===== config.mk =====
export PLATFORM = sky130hd
export DESIGN_NAME = nearest_neighbor_downscaler
export DESIGN_NICKNAME = d
export VERILOG_FILES = /design/src/rtl/dsc_pkg.sv /design/src/rtl/dsc_front.sv /design/src/rtl/dsc_queue.sv /design/src/rtl/dsc_back.sv /design/src/rtl/nearest_neighbor_downscaler.sv
export SDC_FILE = /design/constraint.sdc
export NUM_CORES = 1
export LEC_CHECK = 0
export BUFFER_PORTS_ARGS = -buffer_cell sky130_fd_sc_hd__buf_4
export CAP_MARGIN = 20
export CELL_PAD_IN_SITES_DETAIL_PLACEMENT = 0
export CELL_PAD_IN_SITES_GLOBAL_PLACEMENT = 1
export CORE_ASPECT_RATIO = 0.6
export CORE_UTILIZATION = 45
export DETAILED_ROUTE_END_ITERATION = 7
export HOLD_SLACK_MARGIN = 0.15
export MAX_ROUTING_LAYER = met4
export PLACE_DENSITY = 0.74
export SETUP_SLACK_MARGIN = 0.15
export SYNTH_ARGS = -nofsm -noshare
export SYNTH_HDL_FRONTEND = slang
export SYNTH_SLANG_ARGS = --single-unit

===== constraint.sdc =====
create_clock -name i_clk -period 5.5 [get_ports i_clk]
set_clock_uncertainty 0.2 [all_clocks]
set_input_delay 0.55 -clock i_clk [delete_from_list [all_inputs] [get_ports i_clk]]
set_output_delay 0.55 -clock i_clk [all_outputs]
set_load 0.05 [all_outputs]

===== src/rtl/dsc_pkg.sv =====
// ----------------------------------------------------------------------------
// Downscaler package
// Shared widths, the configuration register map and the queue entry type.
// ----------------------------------------------------------------------------
package dsc_pkg;

    localparam int PIX_W      = 32;  // pixel width
    localparam int ACC_W      = 29;  // accumulator and step width
    localparam int POS_W      = 13;  // source and output position counters
    localparam int CFG_IDX_W  = 3;
    localparam int CFG_DATA_W = 32;
    localparam int DIMREG_W   = 13;  // width of the dimension registers
    localparam int Q_DEPTH    = 4;
    localparam int Q_AW       = $clog2(Q_DEPTH);
    localparam int Q_CW       = $clog2(Q_DEPTH + 1);

    typedef enum logic [CFG_IDX_W-1:0] {
        CFG_SRC_WIDTH   = 3'd0,
        CFG_DEST_WIDTH  = 3'd1,
        CFG_DEST_HEIGHT = 3'd2,
        CFG_X_STEP      = 3'd3,
        CFG_Y_STEP      = 3'd4,
        CFG_COLOR_MASK  = 3'd5,
        CFG_PACK_24     = 3'd6
    } t_cfg_idx;

    // One source pixel with its position in the frame.
    typedef struct packed {
        logic             start;
        logic [POS_W-1:0] row;
        logic [POS_W-1:0] col;
        logic [PIX_W-1:0] pixel;
    } t_entry;

endpackage


===== src/rtl/dsc_front.sv =====
// ----------------------------------------------------------------------------
// Downscaler front end
// Accepts source beats, tracks the source column and row, and tags each
// pixel with its position before it enters the queue.
// ----------------------------------------------------------------------------
module dsc_front
    import dsc_pkg::*;
#(
    parameter int DIM_W = 13
) (
    input  logic             i_clk,
    input  logic             i_rst_n,
    input  logic             i_valid,
    output logic             o_ready,
    input  logic [PIX_W-1:0] i_pixel,
    input  logic             i_start,
    input  logic [DIM_W-1:0] i_src_width,
    input  logic             i_q_full,
    output logic             o_push,
    output t_entry           o_entry
);

    localparam int CMP_W = POS_W + 1;

    logic [POS_W-1:0] r_col, n_col;
    logic [POS_W-1:0] r_row, n_row;
    logic [POS_W-1:0] cur_col, cur_row;
    logic             col_wrap;

    assign o_ready = !i_q_full;
    assign o_push  = i_valid && !i_q_full;

    always_comb begin
        // A frame start puts this pixel at column 0 of row 0.
        cur_col  = i_start ? '0 : r_col;
        cur_row  = i_start ? '0 : r_row;
        col_wrap = (CMP_W'(cur_col) + CMP_W'(1)) >= CMP_W'(i_src_width);
        n_col    = col_wrap ? '0 : cur_col + POS_W'(1);
        n_row    = col_wrap ? cur_row + POS_W'(1) : cur_row;
        o_entry.start = i_start;
        o_entry.row   = cur_row;
        o_entry.col   = cur_col;
        o_entry.pixel = i_pixel;
    end

    always_ff @(posedge i_clk) begin
        if (!i_rst_n) begin
            r_col <= '0;
            r_row <= '0;
        end else if (o_push) begin
            r_col <= n_col;
            r_row <= n_row;
        end
    end

endmodule


===== src/rtl/dsc_queue.sv =====
// ----------------------------------------------------------------------------
// Downscaler queue
// Short first-in first-out buffer between the front end and the selector.
// ----------------------------------------------------------------------------
module dsc_queue
    import dsc_pkg::*;
(
    input  logic   i_clk,
    input  logic   i_rst_n,
    input  logic   i_push,
    input  t_entry i_entry,
    output logic   o_full,
    output logic   o_valid,
    input  logic   i_pop,
    output t_entry o_entry
);

    t_entry            r_mem [Q_DEPTH];
    logic [Q_AW-1:0]   r_wr_ptr;
    logic [Q_AW-1:0]   r_rd_ptr;
    logic [Q_CW-1:0]   r_count;
    logic              do_pop;

    assign o_full  = (r_count == Q_CW'(Q_DEPTH));
    assign o_valid = (r_count != '0);
    assign o_entry = r_mem[r_rd_ptr];
    assign do_pop  = i_pop && o_valid;

    always_ff @(posedge i_clk) begin
        if (i_push) begin
            r_mem[r_wr_ptr] <= i_entry;
        end
    end

    always_ff @(posedge i_clk) begin
        if (!i_rst_n) begin
            r_wr_ptr <= '0;
            r_rd_ptr <= '0;
            r_count  <= '0;
        end else begin
            if (i_push) begin
                r_wr_ptr <= r_wr_ptr + Q_AW'(1);
            end
            if (do_pop) begin
                r_rd_ptr <= r_rd_ptr + Q_AW'(1);
            end
            if (i_push && !do_pop) begin
                r_count <= r_count + Q_CW'(1);
            end else if (do_pop && !i_push) begin
                r_count <= r_count - Q_CW'(1);
            end
        end
    end

endmodule


===== src/rtl/dsc_back.sv =====
// ----------------------------------------------------------------------------
// Downscaler selector
// Holds the column and row accumulators, decides for each queued pixel
// whether it is sampled, and drives the registered output beat.
// ----------------------------------------------------------------------------
module dsc_back
    import dsc_pkg::*;
#(
    parameter int FRAC_BITS = 16,
    parameter int DIM_W     = 13
) (
    input  logic             i_clk,
    input  logic             i_rst_n,
    input  logic             i_q_valid,
    input  t_entry           i_entry,
    output logic             o_pop,
    input  logic [DIM_W-1:0] i_dest_width,
    input  logic [DIM_W-1:0] i_dest_height,
    input  logic [ACC_W-1:0] i_x_step,
    input  logic [ACC_W-1:0] i_y_step,
    input  logic [PIX_W-1:0] i_mask,
    output logic             o_valid,
    input  logic             i_ready,
    output logic [PIX_W-1:0] o_pixel,
    output logic             o_row_end,
    output logic             o_frame_end
);

    localparam int CMP_W = POS_W + 1;

    logic [ACC_W-1:0] r_cacc, r_racc;
    logic [POS_W-1:0] r_ocol, r_orow;
    logic             r_done;
    logic             r_out_valid;
    logic [PIX_W-1:0] r_out_pixel;
    logic             r_out_row_end;
    logic             r_out_frame_end;

    logic [ACC_W-1:0] cur_cacc, cur_racc, n_cacc, n_racc;
    logic [POS_W-1:0] cur_ocol, cur_orow, n_ocol, n_orow;
    logic             cur_done, n_done;
    logic             hit, rend, fend;
    logic [ACC_W:0]   csum, rsum;
    logic [ACC_W-1:0] csat, rsat;

    assign o_pop       = i_q_valid && (!r_out_valid || i_ready);
    assign o_valid     = r_out_valid;
    assign o_pixel     = r_out_pixel;
    assign o_row_end   = r_out_row_end;
    assign o_frame_end = r_out_frame_end;

    always_comb begin
        cur_cacc = i_entry.start ? '0 : r_cacc;
        cur_racc = i_entry.start ? '0 : r_racc;
        cur_ocol = i_entry.start ? '0 : r_ocol;
        cur_orow = i_entry.start ? '0 : r_orow;
        cur_done = i_entry.start ? 1'b0 : r_done;

        hit = !cur_done
            && (ACC_W'(i_entry.row) == (cur_racc >> FRAC_BITS))
            && (ACC_W'(i_entry.col) == (cur_cacc >> FRAC_BITS));
        rend = (CMP_W'(cur_ocol) + CMP_W'(1)) >= CMP_W'(i_dest_width);
        fend = rend && ((CMP_W'(cur_orow) + CMP_W'(1)) >= CMP_W'(i_dest_height));

        // Accumulators saturate rather than wrap.
        csum = {1'b0, cur_cacc} + {1'b0, i_x_step};
        rsum = {1'b0, cur_racc} + {1'b0, i_y_step};
        csat = csum[ACC_W] ? '1 : csum[ACC_W-1:0];
        rsat = rsum[ACC_W] ? '1 : rsum[ACC_W-1:0];

        n_cacc = cur_cacc;
        n_racc = cur_racc;
        n_ocol = cur_ocol;
        n_orow = cur_orow;
        n_done = cur_done;
        if (hit) begin
            if (rend) begin
                n_ocol = '0;
                n_cacc = '0;
                n_orow = cur_orow + POS_W'(1);
                n_racc = rsat;
                n_done = fend;
            end else begin
                n_ocol = cur_ocol + POS_W'(1);
                n_cacc = csat;
            end
        end
    end

    always_ff @(posedge i_clk) begin
        if (!i_rst_n) begin
            r_cacc      <= '0;
            r_racc      <= '0;
            r_ocol      <= '0;
            r_orow      <= '0;
            r_done      <= 1'b1;
            r_out_valid <= 1'b0;
        end else begin
            if (o_pop) begin
                r_cacc      <= n_cacc;
                r_racc      <= n_racc;
                r_ocol      <= n_ocol;
                r_orow      <= n_orow;
                r_done      <= n_done;
                r_out_valid <= hit;
            end else if (i_ready) begin
                r_out_valid <= 1'b0;
            end
        end
    end

    always_ff @(posedge i_clk) begin
        if (o_pop && hit) begin
            r_out_pixel     <= i_entry.pixel & i_mask;
            r_out_row_end   <= rend;
            r_out_frame_end <= fend;
        end
    end

endmodule


===== src/rtl/nearest_neighbor_downscaler.sv =====
// ----------------------------------------------------------------------------
// Nearest-neighbour downscaler
// Picks source pixels on a fixed-point grid to shrink a raster stream.
//
// Input beats carry one 32-bit source pixel in raster order; tuser marks the
// first pixel of a frame. Output beats carry each sampled pixel after the
// colour mask (and top-byte clearing in packed mode), with tlast on the last
// pixel of an output row and tuser on the last pixel of the frame.
// Configuration registers are written through the plain write port; the user
// must write them only while no beat is in flight, as the block itself does
// not enforce this. Values out of range are clamped as they are used.
// One input beat is taken per cycle while the queue is not full. A sampled
// pixel passes through the four-entry queue and then the output register
// behind the selector. When the receiver stalls, the output beat holds, the
// queue fills and s_axis_tready drops once four beats are waiting.
// Synchronous reset empties the queue and the output register, restores the
// register defaults and suppresses all output until the next frame start.
// ----------------------------------------------------------------------------
module nearest_neighbor_downscaler
    import dsc_pkg::*;
#(
    parameter int FRAC_BITS = 16,
    parameter int MAX_DIM   = 4096
) (
    input  logic                  i_clk,
    input  logic                  i_rst_n,
    input  logic                  s_axis_tvalid,
    output logic                  s_axis_tready,
    input  logic [PIX_W-1:0]      s_axis_tdata,   // [31:0] pixel
    input  logic                  s_axis_tuser,   // [0] frame_start
    output logic                  m_axis_tvalid,
    input  logic                  m_axis_tready,
    output logic [PIX_W-1:0]      m_axis_tdata,   // [31:0] out_pixel
    output logic                  m_axis_tlast,   // row_end
    output logic                  m_axis_tuser,   // [0] frame_end
    input  logic                  i_cfg_we,
    input  logic [CFG_IDX_W-1:0]  i_cfg_index,
    input  logic [CFG_DATA_W-1:0] i_cfg_data
);

    localparam int DIM_W = $clog2(MAX_DIM + 1);
    localparam int EXT_W = DIMREG_W + 1;
    localparam logic [ACC_W-1:0] STEP_ONE = ACC_W'(1) << FRAC_BITS;

    logic [DIMREG_W-1:0] r_src_width, r_dest_width, r_dest_height;
    logic [ACC_W-1:0]    r_x_step, r_y_step;
    logic [PIX_W-1:0]    r_color_mask;
    logic                r_pack_24;

    logic [DIM_W-1:0] sw_eff, dw_eff, dh_eff;
    logic [ACC_W-1:0] xs_eff, ys_eff;
    logic [PIX_W-1:0] mask_eff;

    logic   push, q_full, q_valid, pop;
    t_entry f_entry, q_entry;

    function automatic logic [DIM_W-1:0] clamp_dim(input logic [DIMREG_W-1:0] v);
        logic [EXT_W-1:0] ev;
        logic [EXT_W-1:0] r;
        ev = EXT_W'(v);
        if (ev == '0) begin
            r = EXT_W'(1);
        end else if (ev > EXT_W'(MAX_DIM)) begin
            r = EXT_W'(MAX_DIM);
        end else begin
            r = ev;
        end
        return DIM_W'(r);
    endfunction

    always_comb begin
        sw_eff   = clamp_dim(r_src_width);
        dw_eff   = clamp_dim(r_dest_width);
        dh_eff   = clamp_dim(r_dest_height);
        xs_eff   = (r_x_step < STEP_ONE) ? STEP_ONE : r_x_step;
        ys_eff   = (r_y_step < STEP_ONE) ? STEP_ONE : r_y_step;
        mask_eff = r_color_mask & {{8{~r_pack_24}}, 24'hFF_FFFF};
    end

    always_ff @(posedge i_clk) begin
        if (!i_rst_n) begin
            r_src_width   <= DIMREG_W'(640);
            r_dest_width  <= DIMREG_W'(640);
            r_dest_height <= DIMREG_W'(480);
            r_x_step      <= ACC_W'(65536);
            r_y_step      <= ACC_W'(65536);
            r_color_mask  <= '1;
            r_pack_24     <= 1'b0;
        end else if (i_cfg_we) begin
            case (t_cfg_idx'(i_cfg_index))
                CFG_SRC_WIDTH:   r_src_width   <= i_cfg_data[DIMREG_W-1:0];
                CFG_DEST_WIDTH:  r_dest_width  <= i_cfg_data[DIMREG_W-1:0];
                CFG_DEST_HEIGHT: r_dest_height <= i_cfg_data[DIMREG_W-1:0];
                CFG_X_STEP:      r_x_step      <= i_cfg_data[ACC_W-1:0];
                CFG_Y_STEP:      r_y_step      <= i_cfg_data[ACC_W-1:0];
                CFG_COLOR_MASK:  r_color_mask  <= i_cfg_data[PIX_W-1:0];
                CFG_PACK_24:     r_pack_24     <= i_cfg_data[0];
                default: begin
                end
            endcase
        end
    end

    dsc_front #(
        .DIM_W(DIM_W)
    ) u_front (
        .i_clk       (i_clk),
        .i_rst_n     (i_rst_n),
        .i_valid     (s_axis_tvalid),
        .o_ready     (s_axis_tready),
        .i_pixel     (s_axis_tdata),
        .i_start     (s_axis_tuser),
        .i_src_width (sw_eff),
        .i_q_full    (q_full),
        .o_push      (push),
        .o_entry     (f_entry)
    );

    dsc_queue u_queue (
        .i_clk   (i_clk),
        .i_rst_n (i_rst_n),
        .i_push  (push),
        .i_entry (f_entry),
        .o_full  (q_full),
        .o_valid (q_valid),
        .i_pop   (pop),
        .o_entry (q_entry)
    );

    dsc_back #(
        .FRAC_BITS(FRAC_BITS),
        .DIM_W    (DIM_W)
    ) u_back (
        .i_clk         (i_clk),
        .i_rst_n       (i_rst_n),
        .i_q_valid     (q_valid),
        .i_entry       (q_entry),
        .o_pop         (pop),
        .i_dest_width  (dw_eff),
        .i_dest_height (dh_eff),
        .i_x_step      (xs_eff),
        .i_y_step      (ys_eff),
        .i_mask        (mask_eff),
        .o_valid       (m_axis_tvalid),
        .i_ready       (m_axis_tready),
        .o_pixel       (m_axis_tdata),
        .o_row_end     (m_axis_tlast),
        .o_frame_end   (m_axis_tuser)
    );

endmodule


==> impl_metrics.tcl, run 1 <==
set metrics [dict create \
    rsz0062_at_grt "false" \
    cts_buffer_depth 3 \
    nets 2889 \
    dp_slack_ns 0.3038 \
    ys_top_cells_by_count "nand2_1, edfxtp_1, dfxtp_1" \
    fin_crit_sh 0.9242 \
    yosys.area.top_type "edfxtp_1" \
    cts_made_buffers 50 \
    overflow 0 \
    yosysSeqAreaShare 0.5085 \
    ff_latch_area_sq_um 13140 \
    cap_violations 0 \
    syn_area_sq_um 25830 \
    core_area_sq_um 56250 \
    fp.dieH_um 187.6 \
    io_pins 109 \
    startpoint_type "flip-flop" \
    critPathKind "flip-flop to flip-flop" \
    numPortBuffers 108 \
    hold_path_class "primary input to flip-flop" \
    worstPathMaxFanout 8 \
    critPathCaptureType "flip-flop" \
    antenna_found_initial 2 \
    drive_gt1_frac 0.1277 \
    cpMaxStageDelayCell "or4_1" \
    instances_no_fill 3512 \
    num_vias 20060 \
    critPathMaxStageDelay_ns 0.52 \
    route.detailed.drc 0 \
    cts_root_buf "clkbuf_16" \
    grt_pass1_vias 19120 \
    crit_family "simple AND/OR/NAND/NOR gates" \
    synth_cells 2564 \
    status "complete, no violations" \
    grt.total_usage 0.2687 \
    syn_to_final_growth_pct 16.42 \
    ant_nets 0 \
    power_mw 10.25 \
    path_clk_slew_ns 0.07 \
    cp_common_cell "nand3_1" \
    fmax_mhz 196.7 \
    synth_cell_type_count 77 \
    path_buf_inv 1 \
    setup_violations 0 \
    required_ns 5.85 \
    routed_wl_um 76820 \
    via_per_inst 5.712 \
    synth_async_sr_flop_share 0 \
    cts.sinks 521 \
    die_area_sq_um 58380 \
    initialDrtViolationCount 2165 \
    path_cells "mux4_2 > nor2_1 > ha_2 > nand3_1 > or3_4 > or3_1 > a21oi_1 > ha_1 > nand3_1 > nor2_1 > a221oi_1 > o21ai_0 > a31oi_2 > inv_1 > or3_4 > or4_1 > nand3_1" \
    synth_flop_cell "edfxtp_1" \
    netlist.area_leader.share 0.3139 \
    clock_latency_ns 0.61 \
    ys_ff_latch 521 \
    syn_avg_cell_area_sq_um 10.07 \
    fin_tns_setup_ns 0 \
    fin_ws_ns 0.4167 \
    postCtsSetupBuffers 0 \
    hold_viol 0 \
    synth.most_common_cell "nand2_1" \
    multi_input_area_sq_um 11890 \
    ir_worst_vdd_uv 231.0 \
    cts_tree "done" \
    fillerInstances 4963 \
    htree_levels 2 \
    grt_pass1_wl_um 116400 \
    arrival_ns 5.43 \
    first_pass_iters 5 \
    initial_utilization 0.4591 \
    grt_max_degree 73 \
    place_inst 3344 \
    timing.slew.headroom 0.3280 \
    p_per_area_nw_per_um2 341.1 \
    synth-edff-count 270 \
    dieWidth_um 311.3 \
    synth.area.top_cells "edfxtp_1, dfxtp_1, nand2_1" \
    hpwl_um 53070 \
    tightest_slew_ns 1.004 \
    syn_nets 2746 \
    fin_crit_ns 5.083 \
    p_leak_nw 11.24 \
    yosys_warnings 0 \
    gp_congestion 0.9528 \
    fp-row-count 67 \
    slew_viol_final 0 \
    routedWlPerCell_um 21.87 \
]
## cell type report
cell class,instances,share of cell area
inverter,61,0.007782
tap,759,0.03159
antenna,4,0.0003329
multi-input combinational,1827,0.3954
timing repair buffer,246,0.06883
clock buffer,72,0.04836
sequential,521,0.4370
clock inverter,22,0.01069
## path summary, 6_finish.rpt
kind | start | end | slack (ns) | cells after the start
worst min-delay path | s_axis_tuser | u_queue.r_mem[3][58] | 0.20 | 1
worst max register to register | u_queue.r_mem[2][58] | u_back.r_cacc[26] | 0.42 | 17
worst min register to register | u_back.r_cacc[11] | u_back.r_cacc[11] | 0.23 | 2
worst max-delay path | u_queue.r_mem[2][58] | u_back.r_cacc[26] | 0.42 | 17
## routing by layer
metal	vias up	share of wire	global-route usage
li1	9574	-	-
met3	77	0.096	0.06403
met2	719	0.40	0.3623
met4	0	0.015	0.04983
met1	9689	0.49	0.4063
met5	-	0	-
## through the flow
step | instance area (sq um) | hold WS, ns | util
6_report | 30070 | 0.1992 | 0.5345
5_1_grt | 30060 | 0.1837 | 0.5344
4_1_cts | 30040 | 0.1617 | 0.5341
3_5_place_dp | 27570 | 0.2212 | 0.4901
3_3_place_gp | 27560 | 0.2167 | 0.4900
2_1_floorplan | 25830 | 0.2071 | -
## sequential cells by signal, summed over array words and instances (netlist names), 29 cells and up, named ones only
| name | cells |
|---|---|
| r_y_step | 29 |
| r_x_step | 29 |
| u_back.o_pixel | 32 |
| u_back.r_cacc | 29 |
| r_color_mask | 32 |
| u_back.r_racc | 29 |
| u_queue.r_mem | 236 |
## worst register-to-register path, delay by kind of cell (launching register included)
family | cells | cell delay (ns)
compound gates | 4 | 0.82
fa+ha+maj | 2 | 0.54
buf+inv | 1 | 0.20
flops | 1 | 0.43
mux | 1 | 0.51
simple gates | 9 | 2.34
## where the power goes
| part | switching (mW) | internal [mW] | total, mW |
|---|---|---|---|
| combinational | 1.34 | 0.787 | 2.13 |
| clock | 1.58 | 2.10 | 3.68 |
| sequential | 0.0925 | 4.35 | 4.44 |
## cells by family (layout without fill, tap and decap cells)
| logic type | after synthesis | after routing | synth area share |
|---|---|---|---|
| adders and majority gates | 109 | 109 | 0.05368 |
| muxes | 104 | 104 | 0.06255 |
| other | 0 | 4 | 0 |
| DFF | 521 | 521 | 0.5085 |
| and+or+nand+nor | 990 | 990 | 0.1821 |
| AOI/OAI and AO/OA | 544 | 544 | 0.1324 |
| buffers and inverters | 216 | 401 | 0.03362 |
| xor gates and xnor gates | 80 | 80 | 0.02713 |
## layout by cell type, fill, tap and decap left out, types with 50 or more instances in the layout
cell type,count
edfxtp_1,270
inv_1,56
and2_1,116
o21ai_0,87
buf_4,171
mux2i_1,53
nand3_1,94
dlygate4sd3_1,70
ha_1,105
a21oi_1,212
dfxtp_1,249
clkbuf_16,50
nor2_1,102
nand2_1,452
## what timing repair did
item                                   4_1_cts  5_1_grt
endpoints found under the hold margin      259        0
hold buffers                                70        0
setup endpoints to repair                    0       13
gates resized for setup                      0        3
Power figures use the tool's default switching activity.
==> inputs of run 2 (changes only) <==
--- a/config.mk
+++ b/config.mk
@@ -11,6 +11,7 @@
 export CELL_PAD_IN_SITES_GLOBAL_PLACEMENT = 1
 export CORE_ASPECT_RATIO = 0.6
 export CORE_UTILIZATION = 45
+export CTS_BUF_LIST = sky130_fd_sc_hd__clkbuf_8 sky130_fd_sc_hd__clkbuf_16
 export DETAILED_ROUTE_END_ITERATION = 7
 export HOLD_SLACK_MARGIN = 0.15
 export MAX_ROUTING_LAYER = met4
==> impl_metrics.tcl, run 2 (synthesis results as in run 1) <==
set metrics [dict create \
    path_buf_inv 1 \
    critPathMaxStageDelay_ns 0.52 \
    critPathKind "flip-flop to flip-flop" \
    grtUsageMet2 0.3628 \
    crit-reg2reg-launch "u_queue.r_mem[2][58]" \
    gr-usage-met3 0.06403 \
    critPathCapture "u_back.r_cacc[26]" \
    gp_congestion 0.9528 \
    drive_gt1_frac 0.1277 \
    nets 2889 \
    finish.instance_area_sq_um 30060 \
    route.detailed.drc 0 \
    fp-row-count 67 \
    fin_tns_setup_ns 0 \
    fmax_mhz 196.9 \
    dpl_cell_area_sq_um 27570 \
    grt.total_usage 0.2687 \
    critPathLaunch "u_queue.r_mem[2][58]" \
    core_area_sq_um 56250 \
    critPathCaptureType "flip-flop" \
    via_per_inst 5.728 \
    hold_viol 0 \
    htree_levels 2 \
    initialDrtViolationCount 2123 \
    routed_wl_um 77050 \
    timing.slew.headroom 0.3137 \
    hold_path_class "primary input to flip-flop" \
    regToRegSetupSlack_ns 0.42 \
    layout_commonest_cell "nand2_1" \
    instances_no_fill 3511 \
    worstPathMaxFanout 8 \
    cts_root_buf "clkbuf_16" \
    crit_family "simple AND/OR/NAND/NOR gates" \
    final_core_util 0.5345 \
    hpwl_um 53070 \
    first_pass_iters 5 \
    slew_viol_final 0 \
    fin_crit_ns 5.078 \
    rsz0062_at_grt "false" \
    required_ns 5.85 \
    arrival_ns 5.42 \
    power_mw 10.25 \
    grt_pass1_wl_um 116400 \
    io_pins 109 \
    cp_common_cell "nand3_1" \
    largest_register_ffs 236 \
    setup_violations 0 \
    clock_latency_ns 0.61 \
    numPortBuffers 108 \
    cts_tree "done" \
    dieWidth_um 311.3 \
    status "complete, no violations" \
    grt_pass1_vias 19130 \
    startpoint_type "flip-flop" \
    met1_usage 0.4059 \
    cts_buffer_depth 3 \
    r2r-end "u_back.r_cacc[26]" \
    cts.sinks 521 \
    rr_worst_depth 17 \
    ant_nets 0 \
    tightest_slew_ns 1.027 \
    antenna_found_initial 2 \
    cts_made_buffers 50 \
    cp_num_cells 17 \
    num_vias 20110 \
    overflow 0 \
    syn_to_final_growth_pct 16.41 \
    path_clk_slew_ns 0.07 \
    die_area_sq_um 58380 \
    grt_max_degree 73 \
    regMostFlops "u_queue.r_mem" \
    cpMaxStageDelayCell "or4_1" \
    fin_crit_sh 0.9232 \
    p_leak_nw 11.28 \
    final_cell_mix "nand2_1, edfxtp_1, dfxtp_1" \
    grt.busiest_layer "met1" \
    fp.dieH_um 187.6 \
    cap_violations 0 \
    initial_utilization 0.4591 \
    place_inst 3344 \
    routedWlPerCell_um 21.95 \
    path_cells "mux4_2 > nor2_1 > ha_2 > nand3_1 > or3_4 > or3_1 > a21oi_1 > ha_1 > nand3_1 > nor2_1 > a221oi_1 > o21ai_0 > a31oi_2 > inv_1 > or3_4 > or4_1 > nand3_1" \
    p_per_area_nw_per_um2 340.8 \
    ir_worst_vdd_uv 230.4 \
]
[run 2: changes by cell type in the layout (fill, tap and decap cells not counted)]
cell,before,now
clkbuf_1,10,0
inv_1,56,66
diode_2,4,3
[run 2: what timing repair did]
action	4_1_cts	5_1_grt
setup buffers	0	0
resized for setup	0	3
endpoints found under the setup margin	0	13
hold buffers	70	0
hold endpoints to repair	259	0
[run 2: per-stage QoR]
step	worst slack [ns]	hold WS, ns
floorplan	0.1512	0.2071
global placement	0.4042	0.2167
detailed placement	0.3038	0.2212
CTS	0.2824	0.1616
global route	0.1713	0.1834
finish	0.4223	0.2080
[run 2: worst min path at each step]
stage / startpoint / endpoint / cells after the start
2_1_floorplan: u_back.r_cacc[0] / u_back.r_cacc[0] / 2
3_3_place_gp: u_back.r_cacc[0] / u_back.r_cacc[0] / 2
3_5_place_dp: u_back.r_cacc[11] / u_back.r_cacc[11] / 2
4_1_cts: s_axis_tuser / u_queue.r_mem[3][58] / 1
5_1_grt: s_axis_tuser / u_queue.r_mem[3][58] / 1
6_report: s_axis_tuser / u_queue.r_mem[3][58] / 1
[run 2: power breakdown]
| part | leakage [nW] | switching, mW | internal, mW | total (mW) |
|---|---|---|---|---|
| registers | 4.48 | 0.0930 | 4.35 | 4.45 |
| logic | 5.91 | 1.34 | 0.787 | 2.13 |
| clock network | 0.894 | 1.59 | 2.08 | 3.67 |
[run 2: cell type report]
cell class                 instances  area [sq um]
tap                              759         949.7
fill                            4963         26190
clock inverter                    32         359.1
clock buffer                      62          1416
sequential                       521         13140
timing repair buffer             246          2069
inverter                          61         234.0
antenna                            3         7.507
multi-input combinational       1827         11890
[run 2: per-layer routing]
metal / vias up / wire length [um]
li1: 9574 / -
met1: 9753 / 38210
met2: 714 / 30980
met3: 69 / 6779
met4: 0 / 1085
met5: - / 0
==> inputs of run 3 (changes only) <==
--- a/config.mk
+++ b/config.mk
@@ -15,8 +15,9 @@
 export DETAILED_ROUTE_END_ITERATION = 7
 export HOLD_SLACK_MARGIN = 0.15
 export MAX_ROUTING_LAYER = met4
-export PLACE_DENSITY = 0.74
+export PLACE_DENSITY_LB_ADDON = 0.1
 export SETUP_SLACK_MARGIN = 0.15
 export SYNTH_ARGS = -nofsm -noshare
 export SYNTH_HDL_FRONTEND = slang
+export SYNTH_HIERARCHICAL = 1
 export SYNTH_SLANG_ARGS = --single-unit
==> impl_metrics.tcl, run 3 <==
set metrics [dict create \
    critPathCaptureType "flip-flop" \
    fp-row-count 68 \
    via_per_inst 5.757 \
    num_vias 20230 \
    io_pins 109 \
    synth_async_sr_flop_share 0 \
    grt_pass1_vias 18920 \
    p_leak_nw 11.41 \
    startpoint_type "flip-flop" \
    seqPwrFrac 0.458 \
    hold_viol 0 \
    gp_congestion 0.9496 \
    cts_buffer_depth 3 \
    ant_nets 0 \
    grt_pass1_wl_um 119400 \
    ys_top_cells_by_count "nand2_1, edfxtp_1, dfxtp_1" \
    arrival_ns 5.34 \
    ys_ff_latch 521 \
    drive_gt1_frac 0.1181 \
    dieWidth_um 316.6 \
    routedWlPerCell_um 22.58 \
    required_ns 5.83 \
    power.switching_mw 2.687 \
    numPortBuffers 108 \
    layout_commonest_cell "nand2_1" \
    antenna_found_initial 5 \
    cp_num_cells 13 \
    power_mw 9.733 \
    routed_wl_um 79360 \
    synth_cell_type_count 93 \
    grt.total_usage 0.2712 \
    synth_cells 2623 \
    largest_register_ffs 236 \
    fp.dieH_um 190.8 \
    rsz0062_at_grt "false" \
    critPathLaunch "u_queue/r_mem[0][58]" \
    fin_crit_ns 5.008 \
    fmax_mhz 199.7 \
    fin_ws_ns 0.4919 \
    cts_made_buffers 50 \
    postCtsSetupBuffers 0 \
    die_area_sq_um 60410 \
    path_clk_slew_ns 0.07 \
    synth.area.top_cells "edfxtp_1, dfxtp_1, nand2_1" \
    nets 2880 \
    place_inst 3353 \
    synth-edff-count 270 \
    clock_latency_ns 0.62 \
    path_cells "mux4_4 > buf_6 > nor2b_1 > ha_1 > nand3_1 > nor4_1 > o311ai_2 > a211oi_2 > o21ai_0 > nand2_1 > a2111o_1 > o22ai_1 > a21boi_0" \
    critPathMaxStageDelay_ns 0.84 \
    cts_root_buf "clkbuf_16" \
    syn_avg_cell_area_sq_um 10.19 \
    dpl_cell_area_sq_um 27870 \
    setup_violations 0 \
    hold_path_class "primary input to flip-flop" \
    tightest_slew_ns 1.034 \
    finish.instance_area_sq_um 30250 \
    path_buf_inv 1 \
    regToRegSetupSlack_ns 0.49 \
    netlist.area_leader.share 0.3033 \
    internal_power_mw 7.047 \
    synth.most_common_cell "nand2_1" \
    syn_nets 2801 \
    dp_slack_ns 0.4827 \
    critPathCapture "u_back/r_racc[0]" \
    overflow 0 \
    crit-reg2reg-launch "u_queue/r_mem[0][58]" \
    htree_levels 2 \
    cts.sinks 521 \
    fin_tns_setup_ns 0 \
    route.detailed.drc 0 \
    final_core_util 0.5206 \
    hpwl_um 55510 \
    whs_ns 0.2326 \
    final_cell_mix "nand2_1, edfxtp_1, dfxtp_1" \
    yosys_warnings 6 \
    status "complete, no violations" \
    cts_tree "done" \
    crit_family "compound AO/OA/AOI/OAI gates" \
    synth_flop_cell "edfxtp_1" \
    worstPathMaxFanout 47 \
    first_pass_iters 6 \
    r2r-end "u_back/r_racc[0]" \
    swShare 0.2760 \
    slew_viol_final 0 \
    cap_violations 0 \
    timing.slew.headroom 0.3078 \
    antenna_cells 0 \
    fin_crit_sh 0.9106 \
    p_per_area_nw_per_um2 321.7 \
    initial_utilization 0.4600 \
    regMostFlops "u_queue/r_mem" \
    clock_power_share 0.369 \
    cpMaxStageDelayCell "mux4_4" \
    critPathKind "flip-flop to flip-flop" \
    pwr-share-comb 0.174 \
    yosysSeqAreaShare 0.4913 \
    syn_area_sq_um 26730 \
    instances_no_fill 3514 \
    initialDrtViolationCount 1884 \
    syn_to_final_growth_pct 13.18 \
    yosys.area.top_type "edfxtp_1" \
    grt_max_degree 69 \
    rr_worst_depth 13 \
    core_area_sq_um 58110 \
    ir_worst_vdd_uv 250.8 \
]
==> run 3: changes by cell type after synthesis, moves of 25 or more <==
cell      previous run  this run
inv_1               58        84
clkbuf_1           126       101
nand2_1            452       412
nor2b_1             42       156
a21boi_1             0        42
mux2i_1             53         8
a21boi_0             4        63
buf_4                2        47
a21oi_1            212       124
==> run 3: final cells by class <==
| type | instances | area (sq um) |
|---|---|---|
| fillers | 5199 | 27860 |
| well taps | 770 | 963.4 |
| repair buffers | 215 | 1831 |
| inverters | 85 | 319.1 |
| multi-input cells | 1829 | 12310 |
| clock buffers | 57 | 1370 |
| clock inverters | 37 | 319.1 |
| flip-flops and latches | 521 | 13140 |
==> run 3: worst min-delay path by stage <==
stage / from / to / slack [ns] / cells after the start
finish: i_rst_n / r_dest_height[1] / 0.23 / 2
global route: i_rst_n / r_dest_height[1] / 0.22 / 2
CTS: i_rst_n / u_back/r_ocol[7] / 0.21 / 3
detailed placement: u_back/r_cacc[2] / u_back/r_cacc[2] / 0.24 / 2
global placement: u_back/r_cacc[2] / u_back/r_cacc[2] / 0.23 / 2
floorplan: u_back/r_cacc[0] / u_back/r_cacc[0] / 0.22 / 2
==> run 3: power groups by stage <==
stage	combinational (mW)	clock, mW	sequential [mW]
6_report	1.69	3.59	4.46
5_1_grt	1.84	3.82	4.48
4_1_cts	1.69	3.66	4.46
3_5_place_dp	1.65	0	4.54
3_3_place_gp	1.63	0	4.53
2_1_floorplan	1.18	0	4.51
==> run 3: routing by layer <==
layer	global-route usage	vias up	part of all wire
li1	-	9467	-
met2	0.3633	669	0.40
met5	-	-	0
met4	0.03920	0	0.0093
met1	0.4317	10040	0.52
met3	0.04045	57	0.069
==> run 3: logic make-up after synthesis <==
| kind of cell | Yosys count | share of synthesized area |
|---|---|---|
| simple gates | 1051 | 0.1996 |
| compound gates | 523 | 0.1307 |
| flops | 521 | 0.4913 |
| buf+inv | 273 | 0.04850 |
| fa+ha+maj | 105 | 0.05000 |
| xor+xnor | 83 | 0.02720 |
| mux | 67 | 0.05271 |
==> run 3: what timing repair did <==
item,CTS,global route
endpoints found under the hold margin,257,0
setup endpoints to repair,0,1
gates resized for setup,0,1
hold buffers,65,0
